File: src/sv/nmru_pkg.sv
`default_nettype none
package nmru_pkg;

   localparam int DEF_SETS = 64;
   localparam int DEF_WAYS = 8;

   localparam logic [2:0] FN_INVALIDATE = 3'd0;
   localparam logic [2:0] FN_INSERT     = 3'd1;
   localparam logic [2:0] FN_TOUCH      = 3'd2;
   localparam logic [2:0] FN_VICTIM     = 3'd3;
   localparam logic [2:0] FN_QUERY      = 3'd4;

   typedef struct packed {
      logic [2:0] func;
      logic [5:0] set_index;
      logic [2:0] way_index;
   } req_type;

   typedef struct packed {
      logic [2:0] victim_way;
      logic       entry_valid;
   } rsp_type;

endpackage
`default_nettype wire

File: src/sv/nmru_state_ram.sv
`default_nettype none
module nmru_state_ram #(
   parameter int SETS  = 64,
   parameter int WAYS  = 8,
   parameter int IDX_W = 6
) (
   input  wire logic                  clock,
   input  wire logic                  wr_en,
   input  wire logic [IDX_W-1:0]      wr_addr,
   input  wire logic [2*WAYS-1:0]     wr_data,
   input  wire logic                  rd_en,
   input  wire logic [IDX_W-1:0]      rd_addr,
   output logic      [2*WAYS-1:0]     rd_data
);

   logic [2*WAYS-1:0] mem [SETS];
   logic [2*WAYS-1:0] rd_data_ff;

   always_ff @(posedge clock) begin
      if (wr_en) begin
         mem[wr_addr] <= wr_data;
      end
      if (rd_en) begin
         rd_data_ff <= mem[rd_addr];
      end
   end

   assign rd_data = rd_data_ff;

endmodule
`default_nettype wire

File: src/sv/nmru_next.sv
`default_nettype none
module nmru_next #(
   parameter int SETS  = 64,
   parameter int WAYS  = 8,
   parameter int WAY_W = 3
) (
   input  wire nmru_pkg::req_type req,
   input  wire logic [WAYS-1:0]   valid_cur,
   input  wire logic [WAYS-1:0]   used_cur,
   output logic                   wr_en,
   output logic      [WAYS-1:0]   valid_new,
   output logic      [WAYS-1:0]   used_new,
   output nmru_pkg::rsp_type      rsp
);
   import nmru_pkg::*;

   logic                set_ok;
   logic                way_ok;
   logic [WAY_W+2:0]    way_ext;
   logic [WAY_W-1:0]    way_idx;
   logic [WAYS-1:0]     way_onehot;
   logic [WAYS-1:0]     used_touch;
   logic [WAY_W-1:0]    vic_inv;
   logic [WAY_W-1:0]    vic_unused;
   logic [WAY_W-1:0]    vic_sel;
   logic [WAY_W+2:0]    vic_ext;

   assign set_ok  = {26'd0, req.set_index} < 32'(SETS);
   assign way_ok  = {29'd0, req.way_index} < 32'(WAYS);
   assign way_ext = {{WAY_W{1'b0}}, req.way_index};
   assign way_idx = way_ext[WAY_W-1:0];

   always_comb begin
      way_onehot = '0;
      way_onehot[way_idx] = 1'b1;
      used_touch = used_cur | way_onehot;
      if (&used_touch) begin
         used_touch = (WAYS > 1) ? way_onehot : '0;
      end
   end

   always_comb begin
      vic_inv    = '0;
      vic_unused = '0;
      for (int i = WAYS - 1; i >= 0; i--) begin
         if (!valid_cur[i]) begin
            vic_inv = WAY_W'(i);
         end
         if (!used_cur[i]) begin
            vic_unused = WAY_W'(i);
         end
      end
      vic_sel = (&valid_cur) ? vic_unused : vic_inv;
   end

   assign vic_ext = {3'd0, vic_sel};

   always_comb begin
      wr_en           = 1'b0;
      valid_new       = valid_cur;
      used_new        = used_cur;
      rsp.victim_way  = 3'd0;
      rsp.entry_valid = 1'b0;
      if (set_ok) begin
         if (req.func == FN_VICTIM) begin
            rsp.victim_way = vic_ext[2:0];
         end else if (way_ok) begin
            case (req.func)
               FN_INVALIDATE: begin
                  wr_en     = 1'b1;
                  valid_new = valid_cur & ~way_onehot;
                  used_new  = used_cur & ~way_onehot;
               end
               FN_INSERT: begin
                  wr_en     = 1'b1;
                  valid_new = valid_cur | way_onehot;
                  used_new  = used_touch;
               end
               FN_TOUCH: begin
                  wr_en    = 1'b1;
                  used_new = used_touch;
               end
               FN_QUERY: begin
                  rsp.entry_valid = valid_cur[way_idx];
               end
               default: begin
                  wr_en = 1'b0;
               end
            endcase
         end
      end
   end

endmodule
`default_nettype wire

File: src/sv/nmru_replacement_policy_top.sv
`default_nettype none
// Response: an accepted request moves the block into ST_LOOK, which registers the result
// and raises rsp_valid; it stays there while the result register holds an earlier result.
// Requests: a new transaction is accepted only in ST_IDLE, not while one is in ST_LOOK,
// set by the read-modify-write of the state memory through its single, registered read port.
// Reset: after reset a clearing pass writes every set, during which req_ready stays low.
module nmru_replacement_policy_top #(
   parameter int SETS = nmru_pkg::DEF_SETS,
   parameter int WAYS = nmru_pkg::DEF_WAYS
) (
   input  wire logic              clock,
   input  wire logic              reset,
   input  wire logic              req_valid,
   output logic                   req_ready,
   input  wire nmru_pkg::req_type req_payload,
   output logic                   rsp_valid,
   input  wire logic              rsp_ready,
   output nmru_pkg::rsp_type      rsp_payload
);
   import nmru_pkg::*;

   localparam int IDX_W = (SETS > 1) ? $clog2(SETS) : 1;
   localparam int WAY_W = (WAYS > 1) ? $clog2(WAYS) : 1;

   typedef enum logic [2:0] {
      ST_CLEAR = 3'b001,
      ST_IDLE  = 3'b010,
      ST_LOOK  = 3'b100
   } state_type;

   state_type          state_ff, state_in;
   logic [IDX_W-1:0]   clr_ff, clr_in;
   req_type            req_ff;
   rsp_type            rsp_ff;
   logic               rsp_valid_ff, rsp_valid_in;

   logic               req_fire;
   logic               out_free;
   logic [IDX_W+5:0]   req_set_ext;
   logic [IDX_W+5:0]   held_set_ext;
   logic               ram_we;
   logic [IDX_W-1:0]   ram_waddr;
   logic [2*WAYS-1:0]  ram_wdata;
   logic [2*WAYS-1:0]  ram_rdata;
   logic               upd_we;
   logic [WAYS-1:0]    valid_new;
   logic [WAYS-1:0]    used_new;
   rsp_type            upd_rsp;

   assign req_ready    = (state_ff == ST_IDLE);
   assign req_fire     = req_valid && req_ready;
   assign out_free     = !rsp_valid_ff || rsp_ready;
   assign req_set_ext  = {{IDX_W{1'b0}}, req_payload.set_index};
   assign held_set_ext = {{IDX_W{1'b0}}, req_ff.set_index};

   nmru_state_ram #(
      .SETS  (SETS),
      .WAYS  (WAYS),
      .IDX_W (IDX_W)
   ) u_ram (
      .clock   (clock),
      .wr_en   (ram_we),
      .wr_addr (ram_waddr),
      .wr_data (ram_wdata),
      .rd_en   (req_fire),
      .rd_addr (req_set_ext[IDX_W-1:0]),
      .rd_data (ram_rdata)
   );

   nmru_next #(
      .SETS  (SETS),
      .WAYS  (WAYS),
      .WAY_W (WAY_W)
   ) u_next (
      .req       (req_ff),
      .valid_cur (ram_rdata[2*WAYS-1:WAYS]),
      .used_cur  (ram_rdata[WAYS-1:0]),
      .wr_en     (upd_we),
      .valid_new (valid_new),
      .used_new  (used_new),
      .rsp       (upd_rsp)
   );

   always_comb begin
      ram_we    = 1'b0;
      ram_waddr = held_set_ext[IDX_W-1:0];
      ram_wdata = {valid_new, used_new};
      if (state_ff == ST_CLEAR) begin
         ram_we    = 1'b1;
         ram_waddr = clr_ff;
         ram_wdata = '0;
      end else if (state_ff == ST_LOOK && out_free) begin
         ram_we = upd_we;
      end
   end

   always_comb begin
      state_in     = state_ff;
      clr_in       = clr_ff;
      rsp_valid_in = rsp_valid_ff && !rsp_ready;
      case (state_ff)
         ST_CLEAR: begin
            clr_in = clr_ff + 1'b1;
            if ({{(32-IDX_W){1'b0}}, clr_ff} == 32'(SETS - 1)) begin
               state_in = ST_IDLE;
            end
         end
         ST_IDLE: begin
            if (req_fire) begin
               state_in = ST_LOOK;
            end
         end
         ST_LOOK: begin
            if (out_free) begin
               rsp_valid_in = 1'b1;
               state_in     = ST_IDLE;
            end
         end
         default: begin
            state_in = ST_CLEAR;
            clr_in   = '0;
         end
      endcase
   end

   always_ff @(posedge clock) begin
      if (reset) begin
         state_ff     <= ST_CLEAR;
         clr_ff       <= '0;
         rsp_valid_ff <= 1'b0;
      end else begin
         state_ff     <= state_in;
         clr_ff       <= clr_in;
         rsp_valid_ff <= rsp_valid_in;
      end
   end

   always_ff @(posedge clock) begin
      if (req_fire) begin
         req_ff <= req_payload;
      end
      if (state_ff == ST_LOOK && out_free) begin
         rsp_ff <= upd_rsp;
      end
   end

   assign rsp_valid   = rsp_valid_ff;
   assign rsp_payload = rsp_ff;

`ifndef SYNTHESIS
   a_accept_to_look: assert property (@(posedge clock) disable iff (reset)
      req_fire |=> state_ff == ST_LOOK)
      else $error("accepted transaction did not enter the lookup state");

   a_rsp_from_look: assert property (@(posedge clock) disable iff (reset)
      $rose(rsp_valid_ff) |-> $past(state_ff == ST_LOOK))
      else $error("response appeared without a lookup");

   a_look_stalls: assert property (@(posedge clock) disable iff (reset)
      (state_ff == ST_LOOK && !out_free) |-> !ram_we ##1 state_ff == ST_LOOK)
      else $error("lookup left or wrote while the result register was full");

   a_no_write_idle: assert property (@(posedge clock) disable iff (reset)
      state_ff == ST_IDLE |-> !ram_we)
      else $error("state memory written while idle");
`endif

endmodule
`default_nettype wire

File: config.mk
export PLATFORM = sky130hd
export DESIGN_NAME = nmru_replacement_policy_top
export DESIGN_NICKNAME = d
export VERILOG_FILES = /design/src/sv/nmru_pkg.sv /design/src/sv/nmru_state_ram.sv /design/src/sv/nmru_next.sv /design/src/sv/nmru_replacement_policy_top.sv
export SDC_FILE = /design/constraint.sdc
export NUM_CORES = 1
export LEC_CHECK = 0
export BUFFER_PORTS_ARGS = -buffer_cell sky130_fd_sc_hd__buf_2
export CORE_MARGIN = 2
export CORE_UTILIZATION = 45
export CTS_BUF_LIST = sky130_fd_sc_hd__clkbuf_16
export DETAILED_ROUTE_END_ITERATION = 6
export PLACE_DENSITY_LB_ADDON = 0.2
export SKIP_CTS_REPAIR_TIMING = 1
export SLEW_MARGIN = 40
export SYNTH_ARGS = -nofsm -noshare
export SYNTH_HDL_FRONTEND = slang
export SYNTH_SLANG_ARGS = --single-unit
File: constraint.sdc
create_clock -name clock -period 6.1 [get_ports clock]
set_input_delay 0.305 -clock clock [delete_from_list [all_inputs] [get_ports clock]]
set_output_delay 0.305 -clock clock [all_outputs]
set_load 0.005 [all_outputs]
After elaboration in Yosys (flattened, before gate mapping). Memories as Yosys holds them, arrays and structs flattened. A register that Yosys moved wholly into a read port is not among the register bits. Index checks and enable logic that the tools add are counted. Widths: inputs -> output; s select.

Add/subtract/negate cells: 1. $lt $le $gt $ge: 2. Equality and inequality tests: 11. Mux-type cells: 41. Bitwise gates (word level): 6. Reduce and logical (&&, ||, !) cells: 15.

Operator list (number): $mux 3 (20); $pmux 8 s2 (2); $mux 8 (3); $and 8x8->8 (2); $mux 16 (1); $or 8x8->8 (2); $reduce_and 8->1 (2); $pmux 6 s2 (1); $mux 1 (10); $eq 3x2->1 const B (3); $pmux 3 s3 (1); $not 8->8 (1); $add 6x1->6 const B (1); $eq 3x1->1 const B (2); $eq 3x3->1 const B (2); $eq 6x6->1 const B (1); $mux 6 (1); $reduce_or 2->1 (3); $logic_and 1x1->1 (4); $lt 3x4->1 const B (1); $ne 2x1->1 const B (2); $bmux 1 s3 (1); $demux 1 s3 (1); $ge 3x1->1 const B (1); other kinds (7) (8).

Register bits after elaboration: 26. Bits in writable memories: 1024. Input bits: 16. Word-level logic and storage cells: 85. Memories: 1.

Memories: u_ram.mem (words 64, bits a word 16, rd ports 1, clocked after memory_dff 1, write ports 1, RTL line nmru_state_ram.sv:16) `logic [2*WAYS-1:0] mem [SETS];`.

Depth between registers and ports, before layout.
Depth after elaboration: 10. Gate-level depth with buffers: 9. Depth with buffers taken out: 6.

By module. Synthesis repeated with hierarchy kept, for this count alone.

Cells, all modules: 2057. Area total of the unflattened synthesis: 42280.6 sq um.

Modules (own cells, without submodules): nmru_state_ram (instances 1, cells an instance 1829, area each 40202.3 sq um, sequential area each 31230.0 sq um); nmru_replacement_policy_top (instances 1, cells an instance 121, area each 1325.0 sq um, sequential area each 680.7 sq um); nmru_next (instances 1, cells an instance 107, area each 753.2 sq um, sequential area each 0.0 sq um).

Worst setup path before layout. OpenSTA, ideal clock, no wires.

Kind: flip-flop to flip-flop. Start: register req_ff[0] (netlist bit). End: memory u_ram.mem[0][7] (netlist bit) (data pin). Setup time: 0.682 ns. Arrival time: 3.850 ns. Required time: 5.418 ns. Path slack: 1.568 ns. Cell stages (with the launch flop): 8. Path buffers: 2. Clock period less this slack: 4.532 ns. Cells stage by stage: edfxtp_1 > and3b_1 > clkbuf_1 > nand3_1 > and3_1 > clkbuf_1 > nor3_1 > nor3_1.

Cells in the longest elaborated chain, start to end: 10. Elaborated cells between the ends (all ways): 13.

RTL lines: from (decl) (RTL line nmru_replacement_policy_top.sv:33) `req_type req_ff;`; from (signal assigned) (RTL line nmru_replacement_policy_top.sv:140) `req_ff <= req_payload;`; $lt 3x4->1 (implied by the code) / $ge 3x1->1 (equally long branches) (RTL line nmru_next.sv:35) `way_onehot[way_idx] = 1'b1;`; $logic_and 1x1->1 (implied by the code) (RTL line nmru_next.sv:35); $mux 1 (implied by the code) (RTL line nmru_next.sv:35); $demux 1 s3 *; $or 8x8->8 (RTL line nmru_next.sv:36) `used_touch = used_cur | way_onehot;`; $reduce_and 8->1 (RTL line nmru_next.sv:37) `if (&used_touch) begin`; $mux 8 (RTL line nmru_next.sv:37); $pmux 8 s2 * (RTL line nmru_next.sv:68) `case (req.func)`; $mux 8 * (RTL line nmru_next.sv:65) `if (req.func == FN_VICTIM) begin`; $mux 16 * (RTL line nmru_replacement_policy_top.sv:88) `if (state_ff == ST_CLEAR) begin`; named net ram_wdata[7] (RTL line nmru_replacement_policy_top.sv:43) `logic [2*WAYS-1:0] ram_wdata;`; to (decl) (RTL line nmru_state_ram.sv:16).

The timed path passes the listed nets; every way through them passes the cells marked *.

Worst setup path after layout.
Start: register state_ff[2]. End: memory u_ram.mem[57][6] (netlist bit), enable pin.

Cells in the longest elaborated chain, start to end: 6. Elaborated cells between the ends (all ways): 8.

RTL lines: from (decl) (RTL line nmru_replacement_policy_top.sv:31) `state_type state_ff, state_in;`; from (signal assigned) (RTL line nmru_replacement_policy_top.sv:132) `state_ff <= state_in;`; $eq 3x3->1 (RTL line nmru_replacement_policy_top.sv:92) `end else if (state_ff == ST_LOOK && out_free) begin`; $logic_and 1x1->1 (RTL line nmru_replacement_policy_top.sv:92); $mux 1 (RTL line nmru_replacement_policy_top.sv:92); $mux 1 (RTL line nmru_replacement_policy_top.sv:88); $mux 1 (RTL line nmru_state_ram.sv:20) `if (wr_en) begin`; $mux 1 (implied by the code) (RTL line nmru_state_ram.sv:21) `mem[wr_addr] <= wr_data;`.

Several ways; a longest one is shown, not always the timed one.

==> results.toml <==
[place]
routabilityCongestion = 0.911
port_buffers = 21
placed_area_um2 = 43900
hpwlAfterDp_um = 59600
dp.cells = 3219

[synth]
synth_nets = 2033
ys_async_sr_fraction = 0
synth_edf_count = 1056
yosys_warnings = 0
synth.avg_cell_area_um2 = 20.6
synth-seq-cells = 1066
ys_types = 56
synth_flop_cell = "edfxtp_1"
ys_seq_area_frac = 0.767
synthCells = 2016
syn-cell-area_um2 = 41600

[setup_path]
crit_path_start_kind = "flip-flop"
critPathBufInv = 1
path_max_fanout = 10
crit_family = "simple AND/OR/NAND/NOR gates"
path_class = "reg2reg"
cpPeakStageDelay_ps = 660
critPathCaptureType = "flip-flop"
crit_arrival_ps = 3850
cp.required_ps = 6460
cp_cell_sequence = "nor3b_2, nand3_1, o22ai_1, nand3b_1, nor2_1, buf_4"
slowest_stage = "nor2_1"

[global_routing]
grt_usage = 0.214
grt_pass1_wl_um = 146000
grt_max_degree = 95
antenna_found_initial = 6
grt_pass1_vias = 20898
overflow = 0

[floorplanning]
core_area_um2 = 91700
rows = 111
die_x_um = 308
pin_count = 22
die_h_um = 308
die_area_um2 = 95000
start_util = 0.454

[power]
total_power_w = 0.0148
p_clk_frac = 0.408
vdd_drop_max_mv = 0.217
switching_share = 0.213
p_switching_w = 0.00315
p_per_area_nw_per_um2 = 313
internal_power_w = 0.0116
p_comb_frac = 0.045
leakagePower_nw = 16.4
pwr-share-seq = 0.547

[detailed_routing]
firstDrtPassIters = 6
drt-initial-drc-count = 2450
detail_route.wl_per_cell_um = 29.2
vias = 20537
ant_nets = 0
via_per_inst = 6.00
post-route-drc-count = 0
routed_wl_um = 99900

[cts]
clk_pin_slew_ps = 60
cts_root_buf = "clkbuf_16"
cts_buffers = 108
htreeDepth = 3
cts_tree = "yes"
cts_sinks = 1066
insertion_delay_ps = 680
clockBufferDepth = 3

[sta]
hold_viol_final = 0
finalHoldWorstSlack_ps = 50.4
relSlewSlack = 0.425
setup_viol = 0
drv_slew = 0
timing.fmax_mhz = 287
fin_setup_tns_ps = 0
period_needed_ps = 3490
fin_skew_ps = 26.5
rsz0062_at_grt = "no"
tightest_slew_ps = 860
post-route-period-util = 0.572

[layout]
multiInputGateArea_um2 = 9430
antenna_cells = 0
nFillCells = 7197
regArea_um2 = 31900
fin_area_um2 = 47200
area_delta_synth_final_pct = 13.4
layout-drive-gt1-share = 0.262
fin_cells = 3422
num-nets-final = 2169

[status]
outcome = "finished clean"

[run]
drv_cap = 0

[min_path]
hp-class = "in2reg"
==> cell usage in the layout (no fill, tap or decap), types with 9 or more instances in the layout <==
master | synthesis | layout
nand2_1 | 82 | 82
o21ai_0 | 23 | 23
a211oi_1 | 16 | 16
a211o_1 | 9 | 9
nor2_1 | 96 | 90
buf_2 | 45 | 18
buf_8 | 0 | 10
buf_4 | 6 | 96
nand3_1 | 49 | 49
clkinv_1 | 0 | 33
mux2i_1 | 50 | 50
a221oi_1 | 19 | 19
inv_1 | 5 | 26
dfxtp_1 | 10 | 10
a22oi_1 | 44 | 44
mux2_2 | 22 | 22
edfxtp_1 | 1056 | 1056
clkbuf_16 | 0 | 108
nor2b_1 | 14 | 13
clkinv_2 | 0 | 19
mux4_2 | 244 | 244
nor3_1 | 14 | 12
nand4_1 | 13 | 13
a21oi_1 | 35 | 27
o22ai_1 | 17 | 11
==> routing by layer <==
metal	global-route usage	share of wire	vias to the layer above
met3	0.0356	0.072	138
li1	-	-	8671
met2	0.346	0.49	766
met1	0.304	0.42	10962
met4	0.0563	0.021	0
met5	0	0	-
==> registers in the layout (all words and copies together) (netlist names) <==
name / count
clr_ff: 6
req_ff: 6
held_set_ext: 6
u_ram.rd_data: 16
state_ff: 3
u_ram.mem: 1024
rsp_payload: 4
rsp_valid: 1
==> power groups by stage <==
stage                     registers, W  logic (W)  clock network (W)
after global placement         0.00823   0.000648                  0
after global routing           0.00808   0.000704            0.00643
final                          0.00808   0.000663            0.00603
after CTS                      0.00808   0.000663            0.00615
after detailed placement       0.00824   0.000662                  0
after floorplan                0.00824   0.000411                  0
==> cell type report <==
class / count / area share
well taps: 1186 / 0.0314
multi-input cells: 834 / 0.200
inverters: 5 / 0.000397
clock buffers: 108 / 0.0572
flip-flops and latches: 1066 / 0.676
clock inverters: 86 / 0.0111
repair buffers: 137 / 0.0243
==> worst paths after layout <==
path,start,to,slack (ps),cells after the start
setup / recovery,state_ff[2],u_ram.mem[57][6],2610,6
setup reg to reg,state_ff[2],u_ram.mem[57][6],2610,6
hold / removal,req_payload[8],held_set_ext[5],50,1
hold reg to reg,state_ff[2],clr_ff[5],630,2
==> per-stage QoR <==
step | util | setup WS [ps]
4_1_cts | 0.514 | 2560
6_report | 0.515 | 2610
3_3_place_gp | 0.477 | 2580
2_1_floorplan | - | 1570
3_5_place_dp | 0.479 | 2580
5_1_grt | 0.515 | 2420
==> cells in the mapped netlist (all sizes together) (9+ instances only) <==
library cell	number	area share
a211o	9	0.0019
nor3	14	0.0017
nand3	49	0.0059
dfxtp	10	0.0048
a21oi	35	0.0042
a221oi	19	0.0040
mux2i	51	0.013
nand2	88	0.0083
nand4	13	0.0020
buf	67	0.0087
o21ai	25	0.0030
nor2	104	0.0099
mux2	23	0.0063
o22ai	17	0.0026
mux4	244	0.13
a211oi	16	0.0029
a22oi	44	0.0079
clkbuf	44	0.0040
nor2b	15	0.0023
edfxtp	1056	0.76
==> cells by family (layout without fill, tap and decap cells) <==
kind of cell | Yosys count | count (layout) | share of synthesized area
multiplexers | 318 | 318 | 0.151
XOR/XNOR | 4 | 4 | 0.000842
buffers and inverters | 116 | 336 | 0.0131
flip-flops | 1066 | 1066 | 0.767
AO/OA/AOI/OAI | 183 | 183 | 0.0302
adder cells (fa/ha/maj) | 1 | 1 | 0.000301
AND/OR/NAND/NOR | 328 | 328 | 0.0381
(Power assumes the default switching activity.)
